[src/sv/gbn_pkg.sv]
// gbn_pkg: shared types and constants for the glyph record byte-order normalizer
// depends on nothing; used by every gbn module and the core top level
package gbn_pkg;

    // default flag store depth, in points
    localparam int MAX_POINTS_DEF = 4096;
    // point counter width: holds last end point plus one
    localparam int PW = 17;
    // result queue depth and its count width
    localparam int QDEPTH = 4;
    localparam int QCW = 3;

    // glyph flag bits
    localparam logic [7:0] FL_X_SHORT = 8'h02;
    localparam logic [7:0] FL_Y_SHORT = 8'h04;
    localparam logic [7:0] FL_REPEAT = 8'h08;
    localparam logic [7:0] FL_X_SAME = 8'h10;
    localparam logic [7:0] FL_Y_SAME = 8'h20;

    // component flag bits
    localparam logic [15:0] CF_ARG_WORDS = 16'h0001;
    localparam logic [15:0] CF_SCALE = 16'h0008;
    localparam logic [15:0] CF_MORE = 16'h0020;
    localparam logic [15:0] CF_XY_SCALE = 16'h0040;
    localparam logic [15:0] CF_TWO_BY_TWO = 16'h0080;
    localparam logic [15:0] CF_INSTR = 16'h0100;

    typedef struct packed {
        logic [7:0] data_byte;
        logic       start_glyph;
    } in_t;

    typedef struct packed {
        logic [7:0] out_byte;
        logic       was_swapped;
        logic       glyph_done;
        logic       point_overflow;
        logic       run_last;
    } out_t;

    // up to two results pushed into the queue in one cycle
    typedef struct packed {
        logic [1:0] n;
        out_t       res0;
        out_t       res1;
    } push_t;

endpackage

[src/sv/gbn_back.sv]
// gbn_back: output register that drains the result queue
// depends on gbn_pkg
module gbn_back (
    input  logic                    clk,
    input  logic                    rst_n,
    input  logic [gbn_pkg::QCW-1:0] q_count,
    input  gbn_pkg::out_t           q_head,
    output logic                    q_pop,
    output logic                    out_valid,
    input  logic                    out_ready,
    output gbn_pkg::out_t           out_data
);

    logic          valid_reg;
    gbn_pkg::out_t data_reg;

    // load when the register is empty or being taken
    assign q_pop = (q_count != '0) && (!valid_reg || out_ready);
    assign out_valid = valid_reg;
    assign out_data = data_reg;

    always_ff @(posedge clk or negedge rst_n)
    begin
        if (!rst_n) valid_reg <= 1'b0;
        else if (!valid_reg || out_ready) valid_reg <= (q_count != '0);
    end

    always_ff @(posedge clk)
    begin
        if (q_pop) data_reg <= q_head;
    end

endmodule

[config.mk]
export PLATFORM = sky130hd
export DESIGN_NAME = gbn_back
export DESIGN_NICKNAME = d
export VERILOG_FILES = /design/src/sv/gbn_pkg.sv /design/src/sv/gbn_back.sv
export SDC_FILE = /design/constraint.sdc
export NUM_CORES = 1
export LEC_CHECK = 0
export BUFFER_PORTS_ARGS = -buffer_cell sky130_fd_sc_hd__buf_2
export CAP_MARGIN = 10
export CORE_AREA = 2 2 39 41
export DETAILED_ROUTE_END_ITERATION = 8
export DIE_AREA = 0 0 41 43
export MAX_ROUTING_LAYER = met4
export PLACE_DENSITY = 0.63
export SLEW_MARGIN = 20
export SYNTH_ARGS = -nofsm -noshare
export SYNTH_HDL_FRONTEND = slang
export SYNTH_SLANG_ARGS = --single-unit
export TNS_END_PERCENT = 5
[constraint.sdc]
create_clock -name clk -period 1.9 [get_ports clk]
set_input_delay 0.285 -clock clk [delete_from_list [all_inputs] [get_ports clk]]
set_output_delay 0.285 -clock clk [all_outputs]
set_load 0.01 [all_outputs]
# [Word level (Yosys, flattened, before mapping)]
# Index checks and enable logic that the tools add are counted.
[op_classes] reduce_logical=4
[op_table] op="$reduce_bool 3->1" n=1
[op_table] op="$logic_and 1x1->1" n=1
[op_table] op="$logic_not 1->1" n=1
[op_table] op="$logic_or 1x1->1" n=1
[totals] reg_bits=13 input_bits=18 elab_cells=10

# [Longest topological paths before layout]
[logic_depth] ltp_word=3 mapped_depth=2 depth_no_buf=2

# [Worst setup path before layout]
# OpenSTA, ideal clock, no wires.
[synth_timing] path_type="register to register" startpoint="register valid_reg, in the netlist out_valid" endpoint="register data_reg (netlist bit out_data[0]) (enable)" t_arrival_ns=1.224 required_time_ns=1.508 slack_ns=0.285 stages_incl_launch_ff=2 period_less_slack_ns=1.615 path_cell_list="dfrtp_1 a21oi_1"
[synth_between] elab_chain_cells=3
[synth_rtl] item="from (decl)" line_no="gbn_back.sv:14" text="logic valid_reg;"
[synth_rtl] item="from (signal assigned)" line_no="gbn_back.sv:25" text="else if (!valid_reg || out_ready) valid_reg <= (q_count != '0);"
[synth_rtl] item="$logic_not 1->1" line_no="gbn_back.sv:18" text="assign q_pop = (q_count != '0) && (!valid_reg || out_ready);"
[synth_rtl] item="$logic_or 1x1->1" line_no="gbn_back.sv:18"
[synth_rtl] item="$logic_and 1x1->1" line_no="gbn_back.sv:18"
[synth_rtl] item="via q_pop" line_no="gbn_back.sv:8" text="output logic q_pop,"
[synth_rtl] item="to (signal assigned)" line_no="gbn_back.sv:30" text="if (q_pop) data_reg <= q_head;"
[synth_rtl] item="to (decl)" line_no="gbn_back.sv:15" text="gbn_pkg::out_t data_reg;"
# The timed path passes the listed nets, and every way through them passes these cells.
# A chain may end at the register's enable or synchronous reset.

# [Worst setup path in the final report]
[layout_timing] startpoint="register valid_reg, in the netlist out_valid" endpoint="output q_pop"
[layout_between] elab_chain_cells=3
[layout_rtl] item="$logic_not 1->1" line_no="gbn_back.sv:18"
[layout_rtl] item="$logic_or 1x1->1" line_no="gbn_back.sv:18"
[layout_rtl] item="$logic_and 1x1->1" line_no="gbn_back.sv:18"
[layout_rtl] item="to (decl)" line_no="gbn_back.sv:8"
# Every way passes these cells.

==> results.md <==
Place:
- At the end of routability-driven placement, the weighted congestion stood at 0.596.
- Summed over all nets, the half-perimeter wirelength after detailed placement is 640 µm.
- Input and output buffers added on the ports amount to 31.

Power and ir drop:
- Power spread over the standard cell area amounts to 872 nW/µm².
- Overall power consumption after layout is estimated at 551 µW.
- For this design the static power due to leakage is 0.000290 µW.
- IR analysis of the VDD net gives a maximum drop of 0.000337 V.

Setup path:
- The largest individual stage delay along the critical path comes from the cell sky130_fd_sc_hd__a21oi_1.
- The kind of start point of the critical path is a flop.
- The critical path in this run is classified as flop to output port.
- The signal on the critical path passes through a21oi_1 > buf_2.
- The data arrival time at the worst-slack endpoint is 1.30 ns.
- The critical path capture point type is an output port.
- The data required time at the worst endpoint is 1.62 ns.
- In this design, the stage delay of the slowest critical-path cell is 0.43 ns.
- Of all nets on the critical path, the largest fanout is 6.

Floorplan:
- For this configuration, the core starts out at a cell density of 29.8%.
- The boundary pin count is 32.
- The number of cell rows is 14.
- The die extent in y is 43 µm.
- The floorplan step defined a die boundary enclosing 1760 µm².
- The core region is 1380 µm².
- Measured along the x axis, the die boundary spans 41 µm.

Synthesis:
- The warning count from the yosys run is 0.
- The number of nets in the synthesized netlist is 36.
- The number of distinct library cells after synthesis is 6.
- Counting flops and latches in the post-synthesis netlist gives 13.
- For this run, the register share of the synthesized area comes to 93.3%.
- Counting every instance in the synthesized netlist gives 18.
- The netlist area before placement is 413 µm².
- The mean instance size in the synthesized netlist is 22.9 µm².

Clock network:
- The TritonCTS clock tree is done.
- The number of setup buffers added after CTS is 0.
- The CTS buffer count is 3.
- For the worst-skew pair, the clock arrives at the later sink with an insertion delay of 0.26 ns.
- The clock edge transition at the registers on the reported setup and hold paths is 0.07 ns.
- The clock passes through at most 2 buffers.
- The root buffer cell is sky130_fd_sc_hd__clkbuf_4.
- The number of clock sinks seen by CTS is 13.
- CTS built an H-tree with a depth of 1.

Timing:
- The final max-slew violation count was 0.
- Setup total negative slack on the finished layout was measured at 0 ns.
- Headroom to the max-slew limit came out at 67.4%.
- The period utilization is 83.3%.
- Setup repair after global routing left no endpoint under its margin.
- The final clock skew is 0.00462 ns.
- The routed design could run at a clock period as short as 1.58 ns.
- Static timing analysis puts the maximum clock frequency at 632 MHz.
- The final hold violation count is 0.
- The final count of negative-setup-slack endpoints is 0.
- For the pin with the worst max-slew slack, the measured transition is 0.489 ns.

Detailed routing:
- The per-cell via count in the routed design is 4.04.
- The first-iteration detailed-routing DRC count is 1.
- The detail route stage leaves a number of antenna-violating nets equal to 0.
- The first TritonRoute pass finished after 2 iterations.
- Dividing the detail-routed wire length by the instance count gives 10.4 µm.
- The post-detailed-routing wire length is 741 µm.
- The overall via count from detail_route is 287.
- The DRC violations left is 0.

Finish:
- Counting the fill cells in the layout gives 134.
- The final-stage net count is 74.
- The signed area change from the synthesized netlist to the final layout is 53.0%.
- 0 antenna diodes ended up in the layout.
- The share of final-layout standard cells stronger than drive strength 1 is 65.5%.

GRT:
- The via count of the first global-routing pass is 286.
- The total overflow left after global routing is 0.
- The largest net degree at the start of global routing is 9.
- The initial antenna violation count is 0.
- The first global-routing pass estimated 1050 µm of wire.
- The aggregate global-route resource usage is 9.40%.

Outcome:
- The flow ran to the end, and the final reports show no timing, DRC or antenna violations.

Run:
- The max-capacitance violation count is 0.

Min path:
- The path class of the tightest hold or removal check is input port to flop.
[layout make-up]
cell class                 instances  area [µm²]  area share [%]
sequential                        13         385            61.0
clock buffer                       4        26.3            4.16
tap                               16        20.0            3.17
timing repair buffer              33         173            27.3
inverter                           2        7.51            1.19
multi-input combinational          3        20.0            3.17
[metal layers]
metal  track usage, %  vias to the layer above  wire length, µm
li1                 -                      141                -
met1             9.79                      118              327
met2             14.4                       28              309
met3             1.57                        0              104
met4             8.00                        0                0
met5                -                        -                0
[cell usage in the layout (no fill, tap or decap)]
master	instances
sky130_fd_sc_hd__a21oi_1	1
sky130_fd_sc_hd__dlygate4sd3_1	1
sky130_fd_sc_hd__buf_2	31
sky130_fd_sc_hd__edfxtp_1	12
sky130_fd_sc_hd__clkbuf_1	1
sky130_fd_sc_hd__clkbuf_4	3
sky130_fd_sc_hd__inv_1	2
sky130_fd_sc_hd__dfrtp_1	1
sky130_fd_sc_hd__o21ai_1	1
sky130_fd_sc_hd__nor3_2	1
sky130_fd_sc_hd__buf_4	1
[cell families after synthesis]
family | share of synthesized area, %
flip-flops | 93.3
AO/OA/AOI/OAI | 2.42
buffers and inverters | 1.82
AND/OR/NAND/NOR | 2.42
[synth_stat cells]
master                     count  area [µm²]
sky130_fd_sc_hd__edfxtp_1     12         360
sky130_fd_sc_hd__inv_1         2        7.51
sky130_fd_sc_hd__a21oi_1       1        5.00
sky130_fd_sc_hd__dfrtp_1       1        25.0
sky130_fd_sc_hd__nor3_2        1        10.0
sky130_fd_sc_hd__o21ai_1       1        5.00
[path summary, 6_finish.rpt]
path | start | to | slack (ns) | cells after the start
setup / recovery | out_valid | q_pop | 0.32 | 2
hold / removal | q_head[7] | out_data[7] | 0.19 | 1
setup reg to reg | out_valid | out_data[2] | 0.54 | 2
hold reg to reg | out_valid | out_valid | 0.53 | 2
max in group asynchronous | rst_n | out_valid | 1.50 | 2
min in group asynchronous | rst_n | out_valid | 0.32 | 2
[flip-flops by register name (all words and copies together) (netlist names)]
| signal | flops |
|---|---|
| out_valid | 1 |
| out_data | 12 |
[critical path, delay by kind of cell, from the launching register on]
family | cells | cell delay (ns)
flops | 1 | 0.39
buf+inv | 1 | 0.23
compound gates | 1 | 0.43
[power breakdown]
| part | internal, µW | switching, µW | leakage [µW] |
|---|---|---|---|
| Sequential | 334 | 4.20 | 0.000126 |
| Combinational | 28.4 | 29.1 | 0.000149 |
| Clock | 81.0 | 74.6 | 0.0000150 |
[repair_timing]
action,CTS,global route
gates resized for setup,0,0
setup endpoints to repair,0,0
endpoints found under the hold margin,1,0
hold buffers,1,0
[through the flow]
| step | cells | worst slack [ns] | area (µm²) | util [%] | hold WS (ns) |
|---|---|---|---|---|---|
| floorplan | 18 | 0.285 | 413 | - | -0.0106 |
| global placement | 66 | 0.565 | 596 | 43.0 | 0.0604 |
| detailed placement | 66 | 0.504 | 596 | 43.0 | 0.0627 |
| CTS | 71 | 0.272 | 632 | 45.7 | 0.186 |
| global route | 71 | 0.132 | 632 | 45.7 | 0.174 |
| finish | 71 | 0.317 | 632 | 45.7 | 0.193 |
(Power assumes the default switching activity.)
