## src/sv/gbn_pkg.sv

```systemverilog
// gbn_pkg: shared types and constants for the glyph record byte-order normalizer
// depends on nothing; used by every gbn module and the core top level
package gbn_pkg;

    // default flag store depth, in points
    localparam int MAX_POINTS_DEF = 4096;
    // point counter width: holds last end point plus one
    localparam int PW = 17;
    // result queue depth and its count width
    localparam int QDEPTH = 4;
    localparam int QCW = 3;

    // glyph flag bits
    localparam logic [7:0] FL_X_SHORT = 8'h02;
    localparam logic [7:0] FL_Y_SHORT = 8'h04;
    localparam logic [7:0] FL_REPEAT = 8'h08;
    localparam logic [7:0] FL_X_SAME = 8'h10;
    localparam logic [7:0] FL_Y_SAME = 8'h20;

    // component flag bits
    localparam logic [15:0] CF_ARG_WORDS = 16'h0001;
    localparam logic [15:0] CF_SCALE = 16'h0008;
    localparam logic [15:0] CF_MORE = 16'h0020;
    localparam logic [15:0] CF_XY_SCALE = 16'h0040;
    localparam logic [15:0] CF_TWO_BY_TWO = 16'h0080;
    localparam logic [15:0] CF_INSTR = 16'h0100;

    typedef struct packed {
        logic [7:0] data_byte;
        logic       start_glyph;
    } in_t;

    typedef struct packed {
        logic [7:0] out_byte;
        logic       was_swapped;
        logic       glyph_done;
        logic       point_overflow;
        logic       run_last;
    } out_t;

    // up to two results pushed into the queue in one cycle
    typedef struct packed {
        logic [1:0] n;
        out_t       res0;
        out_t       res1;
    } push_t;

endpackage

```

## src/sv/gbn_queue.sv

```systemverilog
// gbn_queue: short result queue between the parser and the output stage
// depends on gbn_pkg; takes up to two entries and gives one per cycle on pop
module gbn_queue (
    input  logic                    clk,
    input  logic                    rst_n,
    input  gbn_pkg::push_t          push,
    input  logic                    pop,
    output logic [gbn_pkg::QCW-1:0] count,
    output gbn_pkg::out_t           head
);

    localparam int IW = $clog2(gbn_pkg::QDEPTH);

    gbn_pkg::out_t           slot_reg [gbn_pkg::QDEPTH];
    logic [IW-1:0]           wr_reg, wr_next;
    logic [IW-1:0]           rd_reg, rd_next;
    logic [gbn_pkg::QCW-1:0] count_reg, count_next;
    logic                    do_pop;

    assign count = count_reg;
    assign head = slot_reg[rd_reg];
    assign do_pop = pop && (count_reg != '0);

    // pointer and fill level update
    always_comb
    begin
        wr_next = IW'(wr_reg + IW'(push.n));
        rd_next = do_pop ? IW'(rd_reg + IW'(1)) : rd_reg;
        count_next = gbn_pkg::QCW'(count_reg + gbn_pkg::QCW'(push.n)
                                   - gbn_pkg::QCW'(do_pop));
    end

    // entry storage
    always_ff @(posedge clk)
    begin
        if (push.n != 2'd0) slot_reg[wr_reg] <= push.res0;
        if (push.n == 2'd2) slot_reg[IW'(wr_reg + IW'(1))] <= push.res1;
    end

    always_ff @(posedge clk or negedge rst_n)
    begin
        if (!rst_n)
        begin
            wr_reg <= '0;
            rd_reg <= '0;
            count_reg <= '0;
        end
        else
        begin
            wr_reg <= wr_next;
            rd_reg <= rd_next;
            count_reg <= count_next;
        end
    end

`ifndef SYNTH
    a_no_overfill: assert property (@(posedge clk) disable iff (!rst_n)
        (32'(count_reg) + 32'(push.n)) <= gbn_pkg::QDEPTH)
        else $error("result queue overfilled");
    a_push_size: assert property (@(posedge clk) disable iff (!rst_n)
        push.n != 2'd3)
        else $error("bad push size");
    a_count_track: assert property (@(posedge clk) disable iff (!rst_n)
        (push.n == 2'd0 && !do_pop) |=> $stable(count_reg))
        else $error("fill level moved without a transaction");
`endif

endmodule

```

## config.mk

```make
export PLATFORM = sky130hd
export DESIGN_NAME = gbn_queue
export DESIGN_NICKNAME = d
export VERILOG_FILES = /design/src/sv/gbn_pkg.sv /design/src/sv/gbn_queue.sv
export SDC_FILE = /design/constraint.sdc
export NUM_CORES = 1
export LEC_CHECK = 0
export BUFFER_PORTS_ARGS = -buffer_cell sky130_fd_sc_hd__buf_2
export CORE_MARGIN = 1.5
export CORE_UTILIZATION = 40
export CTS_CLUSTER_SIZE = 24
export DETAILED_ROUTE_END_ITERATION = 10
export SLEW_MARGIN = 20
export SYNTH_ARGS = -nofsm -noshare
export SYNTH_HDL_FRONTEND = slang
export SYNTH_SLANG_ARGS = --single-unit
export TNS_END_PERCENT = 5
```

## constraint.sdc

```tcl
create_clock -name clk -period 2.3 [get_ports clk]
set_input_delay 0.575 -clock clk [delete_from_list [all_inputs] [get_ports clk]]
set_output_delay 0.575 -clock clk [all_outputs]
set_load 0.05 [all_outputs]
```

# Word-level counts from Yosys, hierarchy flattened
# Memories as Yosys holds them, arrays and structs flattened.
# Index checks and enable logic that the tools add are counted.
[op_classes]
eq_ne = 1
addsub = 5
n_reduce_logical = 3
n_mux = 4
[ops]
columns = ["operator", "count"]
rows = [
  ["2-bit by 1-bit adder with 2-bit output (second input constant)", 2],
  ["1-bit 2-to-1 mux", 4],
  ["3-bit by 2-bit adder with 3-bit output", 1],
  ["3-bit nonzero test", 1],
  ["3-bit by 1-bit subtractor with 3-bit output", 1],
  ["2-bit adder", 1],
  ["2-bit == test (second input constant)", 1],
  ["2-bit nonzero test", 1],
  ["1-bit logical AND", 1],
]
[totals]
out_inout_bits = 15
mem_count = 1
ram_bits = 48
wordCells = 17
ff_bits = 7
[memory_table]
columns = ["memory", "words", "width", "read_ports", "rd_clocked_by_memory_dff", "wr", "line_no", "rtl"]
rows = [
  ["slot_reg", 4, 12, 1, 0, 2, "gbn_queue.sv:14", "gbn_pkg::out_t slot_reg [gbn_pkg::QDEPTH];"],
]

# Longest topological paths before layout
# Gate-level depths: netlist (run 1).
[depth]
word_depth = 3
ltp_mapped = 8
mapped_depth_nobuf = 8

# Least setup slack after synthesis (run 1)
# No wires, ideal clock.
[synth_path]
path_type = "register to register"
from = "register count_reg (netlist bit count[0])"
to = "register count_reg (netlist bit count[2])"
required_time_ns = 2.158
t_arrival_ns = 2.056
n_path_buf = 0
period_less_slack_ns = 2.198
stages_incl_launch_ff = 9
path_slack_ns = 0.102
cell_sequence = "dfrtp_1 o31a_1 ha_1 inv_1 ha_1 inv_1 fa_1 xor2_1 xnor2_1"
[synth_via]
elab_chain_len = 3
elab_cells_between_ends = 4
[synth_lines]
columns = ["element", "line_no", "rtl"]
rows = [
  ["start, declared", "gbn_queue.sv:17", "logic [gbn_pkg::QCW-1:0] count_reg, count_next;"],
  ["start signal, assigned", "gbn_queue.sv:52", "count_reg <= count_next;"],
  ["3-bit nonzero test", "gbn_queue.sv:22", "assign do_pop = pop && (count_reg != '0);"],
  ["1-bit logical AND", "gbn_queue.sv:22", ""],
  ["via do_pop", "gbn_queue.sv:18", "logic do_pop;"],
  ["3-bit by 1-bit subtractor with 3-bit output", "gbn_queue.sv:30", "- gbn_pkg::QCW'(do_pop));"],
  ["via count_next (one bit)", "gbn_queue.sv:17", ""],
]
# The timed path passes the listed nets, and every way through them passes these cells.
# A chain may end at the register's enable or synchronous reset.

==> results of run 1 <==
[cell type report]
class                           instances  area, um^2  share of cell area (%)
Timing Repair Buffer                   55       317.8                   9.485
Inverter                                6       22.52                  0.6721
Multi-Input combinational cell         84        1182                   35.29
Clock buffer                            7       86.33                   2.577
Sequential cell                        55        1617                   48.24
Tap cell                               96       120.1                   3.585
Clock inverter                          1       5.005                  0.1494
[power by group]
part / leakage, uW / total (uW) / internal, uW / switching [uW]
sequential: 0.000532 / 1650 / 1490 / 163
combinational: 0.000744 / 2160 / 804 / 1360
clock: 0.0000482 / 550 / 244 / 306
[cells in the final DEF (no fill, tap or decap)]
master / synthesis / final
edfxtp_1: 48 / 48
buf_2: 3 / 43
mux2_4: 28 / 28
mux4_2: 12 / 12
buf_4: 2 / 11
mux2_2: 10 / 10
mux2_1: 10 / 10
dfrtp_1: 7 / 7
inv_1: 6 / 6
clkbuf_8: 0 / 6
xnor2_1: 4 / 4
ha_1: 4 / 4
and4bb_4: 2 / 2
xor2_1: 2 / 2
nor2_1: 2 / 2
nor4b_4: 1 / 1
nand4b_2: 1 / 1
o31a_1: 1 / 1
mux2i_1: 1 / 1
o31ai_2: 0 / 1
o21ba_2: 1 / 1
a21o_2: 1 / 1
nor2b_1: 1 / 1
o311ai_0: 1 / 1
fa_1: 1 / 1
clkinv_2: 0 / 1
clkbuf_1: 0 / 1
buf_12: 1 / 1
[per-layer routing]
metal | routed length [um] | global-route usage, % | vias up | share of wire [%]
met4 | 42 | 3.409 | 0 | 0.73
met2 | 3026 | 27.27 | 33 | 53
met5 | 0 | 0 | - | 0
li1 | - | - | 710 | -
met1 | 2460 | 20.56 | 812 | 43
met3 | 186 | 3.205 | 5 | 3.3
[logic make-up after synthesis]
logic type | count (synthesis)
DFF | 55
xor gates and xnor gates | 6
muxes | 61
AOI/OAI and AO/OA | 5
adders and majority gates | 5
and+or+nand+nor | 7
buffers and inverters | 15
[worst max path at each step]
| stage | start | to | slack, ps |
|---|---|---|---|
| after floorplan | count[0] | count[2] | 100 |
| after global placement | pop | count[2] | 230 |
| after detailed placement | pop | count[2] | 170 |
| after CTS | rd_reg[0] | head[1] | 30 |
| after global routing | rd_reg[0] | head[1] | 2 |
| final | rd_reg[0] | head[1] | 60 |
[metrics by stage]
step                      total power, uW  hold WS (ps)  cell area (um^2)  setup WS, ps  std cells
after floorplan                      3270         279.4              2900         102.2        154
after global placement               3765         409.7              3244         233.9        294
after detailed placement             3836         419.3              3244         171.2        294
after CTS                            4400         79.97              3343         29.21        303
after global routing                 4567         82.33              3351         1.643        304
final                                4361         86.54              3351         56.55        304
[timing repair]
item,4_1_cts,5_1_grt
pin swaps,0,0
gates cloned,0,0
endpoints found under the setup margin,2,1
buffers inserted,1,1
==> results.ini, run 1 <==
[floorplanning]
start_util_pct = 41.99
coreArea_um2 = 6907
die_w_um = 88.15
dieArea_um2 = 7770
row_count = 30
io_pins = 44
die_height_um = 88.15

[worst_setup_path]
worstPathCellList = buf_12 > mux4_2 > buf_2
end_kind = output port
cp-start-kind = flop
crit_slowest_cell = mux4_2
cp.buffers_inverters = 2
reg2reg_to = count[2]
worstSetupPathDepth = 3
critPathRequiredTime_ps = 1730
cp_data_arrival_time_ps = 1670
worst-setup-path-type = reg2out
r2r_cells = 8
r2r_slack_ps = 250
crit_family = multiplexers
timing.rr.start = count[0]
slowest_delay_ps = 530
critical_path.max_fanout = 12

[drt]
drt-initial-drc-count = 96
routed_wl_mm = 5.716
drc = 0
via_per_inst = 5.132
wire_per_inst_um = 18.80
drtAntennaViolNets = 0
firstDrtPassIters = 4
route.vias.total = 1560

[global_routing]
antenna_found_initial = 0
grt_max_degree = 17
grt_pass1_vias = 1657
grt-ovfl-total = 0
grt_usage_pct = 15.76
grt_pass1_wl_mm = 8.880

[timing]
min_period_over_period_pct = 97.54
fmax_ghz = 0.4457
finalSetupViolations = 0
worst_pin_slew_ps = 652.5
slew-limit-headroom_pct = 56.34
tns_ps = 0
hold_viol_final = 0
finClkSkew_ps = 4.240
period_needed_ps = 2243
drv_slew = 0
grt_setup_unrepaired = no

[synthesis]
syn_nets = 188
netlist_top_cells_count = edfxtp_1 (48), mux2_4 (28), mux4_2 (12)
synth-simple-area-share_pct = 2.934
ys_seq_elements = 55
yosys-top-cells-area = edfxtp_1 (50%), mux2_4 (14%), mux4_2 (9.3%), dfrtp_1 (6.0%), mux2_1 (3.9%)
yosysWarnings = 0
synth_edf_count = 48
async_reset_ff_share_pct = 12.73
postSynthCellCount = 154
synth_top_cell_area_share_pct = 49.70
yosysMostFrequentCell = edfxtp_1
ys_seq_area_share_pct = 55.74
yosysUniqueCellTypes = 26
yosysTopAreaCell = edfxtp_1
ys.flop_type = edfxtp_1
yosys.area_share.adder_pct = 2.416
syn_area_um2 = 2900
synth_compound_area_share_pct = 1.510
synth_mux_area_share_pct = 31.92
postSynthAreaPerCell_um2 = 18.83
synth-xor-area-share_pct = 1.812
synth_top_family_by_area = multiplexers

[clocking]
clock_latency_ps = 310
cts_tree = done
clockBufferDepth = 2
numCtsBuffers = 5
hold_buffers = 0
htreeDepth = 2
root_buffer = clkbuf_8
clock_sinks = 55
ctsResizeCount = 0
clk_pin_slew_ps = 90

[placed_design]
port-buffer-count = 43
gp_congestion = 0.7138
hpwl_mm = 3.916

[status]
outcome = finished clean

[pwr]
power_density_nw_per_um2 = 1302
p_leak_uw = 0.001324
ir_worst_vdd_uv = 867.2

[worst_hold_path]
hp-class = in2async

[cells_and_area]
fin_nets = 241
area_growth_pct = 15.53
diodes = 0
finish.utilization_pct = 48.51
largest_reg_flops = 48
fillCellCount = 634
final_layout_size_suffix_gt1_share_pct = 57.21

[flow_run]
cap_violations = 0

Note: power is estimated with default switching activity, not from simulation.
==> run 2, diff against run 1 <==
--- a/config.mk
+++ b/config.mk
@@ -10,6 +10,7 @@
 export CORE_UTILIZATION = 40
 export CTS_CLUSTER_SIZE = 24
 export DETAILED_ROUTE_END_ITERATION = 10
+export PLACE_DENSITY = 0.7
 export SLEW_MARGIN = 20
 export SYNTH_ARGS = -nofsm -noshare
 export SYNTH_HDL_FRONTEND = slang
==> run 2 against run 1 <==
  * Register-to-register slack improved by 20 ps
  * Critical path depth is the same
  * Final cell count up 0.33%
  * Count of clock-buffer cells in the layout fell by 2
  * Die area stayed put
  * Combinational power down 2%
  * Routed wire length down 7.8%
  * Global-route usage shrank 1.2 points
  * Critical path type unchanged
==> results.ini, run 2 (synthesis results as in run 1) <==
[drt]
drc = 0
wl_met1_mm = 2.373
via_per_inst = 4.948
drtAntennaViolNets = 0
routed-wl-met2_mm = 2.659
firstDrtPassIters = 4
routed_wl_mm = 5.269
wire_per_inst_um = 17.28
wl_met3_um = 188
route.vias.total = 1509
routed.top_layer = met4
drt-initial-drc-count = 70

[timing]
slew-limit-headroom_pct = 35.05
fmax_ghz = 0.4510
hold_viol_final = 0
period_needed_ps = 2217
holdWs_ps = 85.51
grt_setup_unrepaired = no
finalSetupViolations = 0
tns_ps = 0
drv_slew = 0
worst_pin_slew_ps = 968.5
min_period_over_period_pct = 96.39
finClkSkew_ps = 7.848

[clocking]
cts_setup_buffers = 0
clock_sinks = 55
hold_buffers = 0
numCtsBuffers = 5
clk_pin_slew_ps = 90
ctsResizeCount = 0
cts_tree = done
root_buffer = clkbuf_8
clock_latency_ps = 310
clockBufferDepth = 2
htreeDepth = 2

[cells_and_area]
layout_common_cells = edfxtp_1 (48), buf_2 (43), mux2_4 (28)
final_common_cell = edfxtp_1
multiInputGateArea_um2 = 1182
diodes = 0
fin_nets = 243
largest_reg_flops = 48
fillCellCount = 642
area_growth_pct = 16.57
register_area_um2 = 1617
final_layout_size_suffix_gt1_share_pct = 57.89

[worst_setup_path]
crit_family = multiplexers
slowest_delay_ps = 520
r2r_cells = 8
end_kind = output port
crit_slowest_cell = mux4_2
cp.buffers_inverters = 2
critical_path.max_fanout = 12
worstPathCellList = buf_12 > mux4_2 > buf_2
cp-start-kind = flop
critPathRequiredTime_ps = 1730
worstSetupPathDepth = 3
cp_data_arrival_time_ps = 1640
worst-setup-path-type = reg2out

[floorplanning]
die_w_um = 88.15
start_util_pct = 41.99
coreArea_um2 = 6907
die_height_um = 88.15
row_count = 30
dieArea_um2 = 7770
io_pins = 44

[worst_hold_path]
hp-class = in2async

[global_routing]
grt_pass1_wl_mm = 8.169
grt_usage_pct = 14.55
antenna_found_initial = 0
grt-ovfl-total = 0
grt_pass1_vias = 1553
grt_max_degree = 17

[placed_design]
gp_congestion = 0.7565
port-buffer-count = 43
hpwl_mm = 3.699

[pwr]
p_leak_uw = 0.001335
power_density_nw_per_um2 = 1297
ir_worst_vdd_uv = 758.7

[flow_run]
cap_violations = 0

[status]
outcome = finished clean

[run 2: changes by cell type in the layout (fill, tap and decap cells not counted), sizes merged]
| cell | before | now |
|---|---|---|
| clkinvlp | 0 | 1 |
| clkbuf | 7 | 5 |
| buf | 55 | 57 |
| clkinv | 1 | 0 |
| bufinv | 0 | 1 |
[run 2: layout make-up]
class,instances,share of cell area [%]
Multi-Input combinational cell,84,34.97
Sequential cell,55,47.82
Clock buffer,5,2.036
Tap cell,96,3.553
Inverter,6,0.6662
Clock inverter,2,1.110
Timing Repair Buffer,57,9.845
[run 2: worst paths after layout]
path                            from   endpoint  slack (ps)
setup / recovery           rd_reg[0]    head[6]          80
hold / removal                 rst_n   count[0]          90
setup reg to reg            count[2]   count[2]         270
hold reg to reg            rd_reg[1]  rd_reg[1]         480
max in group asynchronous      rst_n  wr_reg[1]        2060
min in group clk           rd_reg[1]  rd_reg[1]         480
[run 2: report_power, final]
| group | internal (uW) | switching [uW] | leakage, uW |
|---|---|---|---|
| registers | 1490 | 155 | 0.000532 |
| clock network | 319 | 314 | 0.0000502 |
| logic | 796 | 1310 | 0.000753 |
[run 2: stage by stage]
step                      setup WS, ps  instances  total power (uW)  utilization (%)  instance area (um^2)
after floorplan                  102.2        154              3270                -                  2900
after global placement           180.2        297              3761            47.30                  3267
after detailed placement         159.6        297              3796            47.30                  3267
after CTS                        30.95        304              4419            48.84                  3373
after global routing             9.200        305              4596            48.95                  3381
final                            82.94        305              4384            48.95                  3381
[run 2: per-layer routing]
layer  global-route usage, %  vias to the layer above
li1                        -                      714
met1                   18.67                      755
met2                   25.05                       34
met3                   3.205                        6
met4                   3.835                        0
met5                       0                        -
==> run 3, diff against run 2 <==
--- a/config.mk
+++ b/config.mk
@@ -11,6 +11,7 @@
 export CTS_CLUSTER_SIZE = 24
 export DETAILED_ROUTE_END_ITERATION = 10
 export PLACE_DENSITY = 0.7
+export REMOVE_ABC_BUFFERS = 1
 export SLEW_MARGIN = 20
 export SYNTH_ARGS = -nofsm -noshare
 export SYNTH_HDL_FRONTEND = slang
==> run 3 against run 2 <==
  * Die area stayed put
  * Clock power fell by 14%
  * Sequential share of layout area grew 0.18 points
  * Hold slack got worse by 3.5 ps
  * Non-clock buffer count down 1
  * Largest cell class unchanged
==> results.ini, run 3 (synthesis results as in run 1) <==
[status]
outcome = finished clean

[worst_setup_path]
critPathRequiredTime_ps = 1730
worstPathCellList = buf_12 > mux4_2 > buf_2
worst-setup-path-type = reg2out
cp_data_arrival_time_ps = 1650
cp.buffers_inverters = 2
critical_path.max_fanout = 12
r2r_slack_ps = 300
slowest_delay_ps = 530
crit_family = multiplexers
end_kind = output port
cp-start-kind = flop
crit_slowest_cell = mux4_2

[floorplanning]
die_w_um = 88.15
coreArea_um2 = 6907
row_count = 30
io_pins = 44
dieArea_um2 = 7770
start_util_pct = 41.99
die_height_um = 88.15

[global_routing]
use_met2_pct = 25.40
grt_pass1_vias = 1655
antenna_found_initial = 0
top_usage_layer = met2
grt_pass1_wl_mm = 8.431
grt_use_met1_pct = 19.32
grt_max_degree = 18
use_met3_pct = 3.110
grt-ovfl-total = 0
grt_usage_pct = 15.19

[cells_and_area]
final_common_cell = edfxtp_1
diodes = 0
finish.utilization_pct = 48.77
stdcell_area_um2 = 3368
largest_reg_flops = 48
final_layout_size_suffix_gt1_share_pct = 57.42
fillCellCount = 612
area_growth_pct = 16.13
layout_common_cells = edfxtp_1 (48), buf_2 (43), mux2_4 (28)
fin_nets = 242

[pwr]
ir_worst_vdd_uv = 689.2
p_leak_uw = 0.001326
finalPower_uw = 4326
power_density_nw_per_um2 = 1284

[clocking]
clock_latency_ps = 310
cts_tree = done
root_buffer = clkbuf_8
numCtsBuffers = 5
htreeDepth = 2
clk_pin_slew_ps = 90
clock_sinks = 55
clockBufferDepth = 2

[drt]
via_per_inst = 5.003
drt-initial-drc-count = 87
route.vias.total = 1526
wire_per_inst_um = 17.30
drtAntennaViolNets = 0
drc = 0
firstDrtPassIters = 4
routed_wl_mm = 5.277

[timing]
hold_viol_final = 0
slew-limit-headroom_pct = 67.33
worst_pin_slew_ps = 487.1
period_needed_ps = 2225
min_period_over_period_pct = 96.73
fmax_ghz = 0.4495
tns_ps = 0
finalSetupViolations = 0
finClkSkew_ps = 9.263
grt_setup_unrepaired = no
drv_slew = 0

[placed_design]
placed_area_um2 = 3272
gp_congestion = 0.7091
port-buffer-count = 43
hpwl_mm = 3.718

[flow_run]
cap_violations = 0

[worst_hold_path]
hp-class = in2async

[run 3: changes by cell type in the layout (fill, tap and decap cells not counted), sizes merged]
| cell | delta |
|---|---|
| buf | -1 |
| clkbuf | +1 |
| bufinv | -1 |
| inv | +1 |
[run 3: per-stage QoR]
| stage | hold slack, ps | worst slack (ps) | cells |
|---|---|---|---|
| 4_1_cts | 77.67 | 48.99 | 305 |
| 6_report | 82.05 | 75.25 | 305 |
| 2_1_floorplan | 279.4 | 102.2 | 145 |
| 5_1_grt | 74.71 | 3.139 | 305 |
| 3_3_place_gp | 414.5 | 239.1 | 296 |
| 3_5_place_dp | 422.5 | 227.2 | 296 |
[run 3: metal layers]
metal  vias to the layer above  wire length, um
met5                         -                0
met4                         0               81
met3                         9              240
met2                        43             2608
met1                       761             2347
li1                        713                -
[run 3: report_power, final]
part | switching, uW | leakage, uW | internal, uW
registers | 152 | 0.000532 | 1490
clock network | 324 | 0.0000418 | 220
logic | 1330 | 0.000752 | 814
total | 1810 | 0.00133 | 2520
[run 3: worst paths after layout]
| kind | from | endpoint | cells after the start |
|---|---|---|---|
| hold reg to reg | rd_reg[1] | rd_reg[1] | 1 |
| max in group asynchronous | rst_n | wr_reg[1] | 1 |
| setup reg to reg | count[2] | count[2] | 8 |
| setup / recovery | rd_reg[0] | head[6] | 3 |
| hold / removal | rst_n | count[2] | 1 |
| min in group clk | rd_reg[1] | rd_reg[1] | 1 |
[run 3: worst reg2reg max path, delay by kind of cell, from the launching register on]
kind | cells | cell delay (ps)
flops | 1 | 430
xor+xnor | 2 | 280
buf+inv | 2 | 110
fa+ha+maj | 3 | 770
compound gates | 1 | 320
[run 3: final cells by class]
cell class,count,area (um^2),area share (%)
Clock inverter,2,16.27,0.4829
Sequential cell,55,1617,47.99
Tap cell,96,120.1,3.566
Multi-Input combinational cell,84,1182,35.10
Timing Repair Buffer,56,337.8,10.03
Clock buffer,6,72.57,2.155
Inverter,6,22.52,0.6686
[run 3: timing repair]
action,CTS,global route
hold buffers,0,0
buffers inserted,1,0
resized for setup,0,0
endpoints found under the setup margin,1,0
endpoints found under the hold margin,0,0
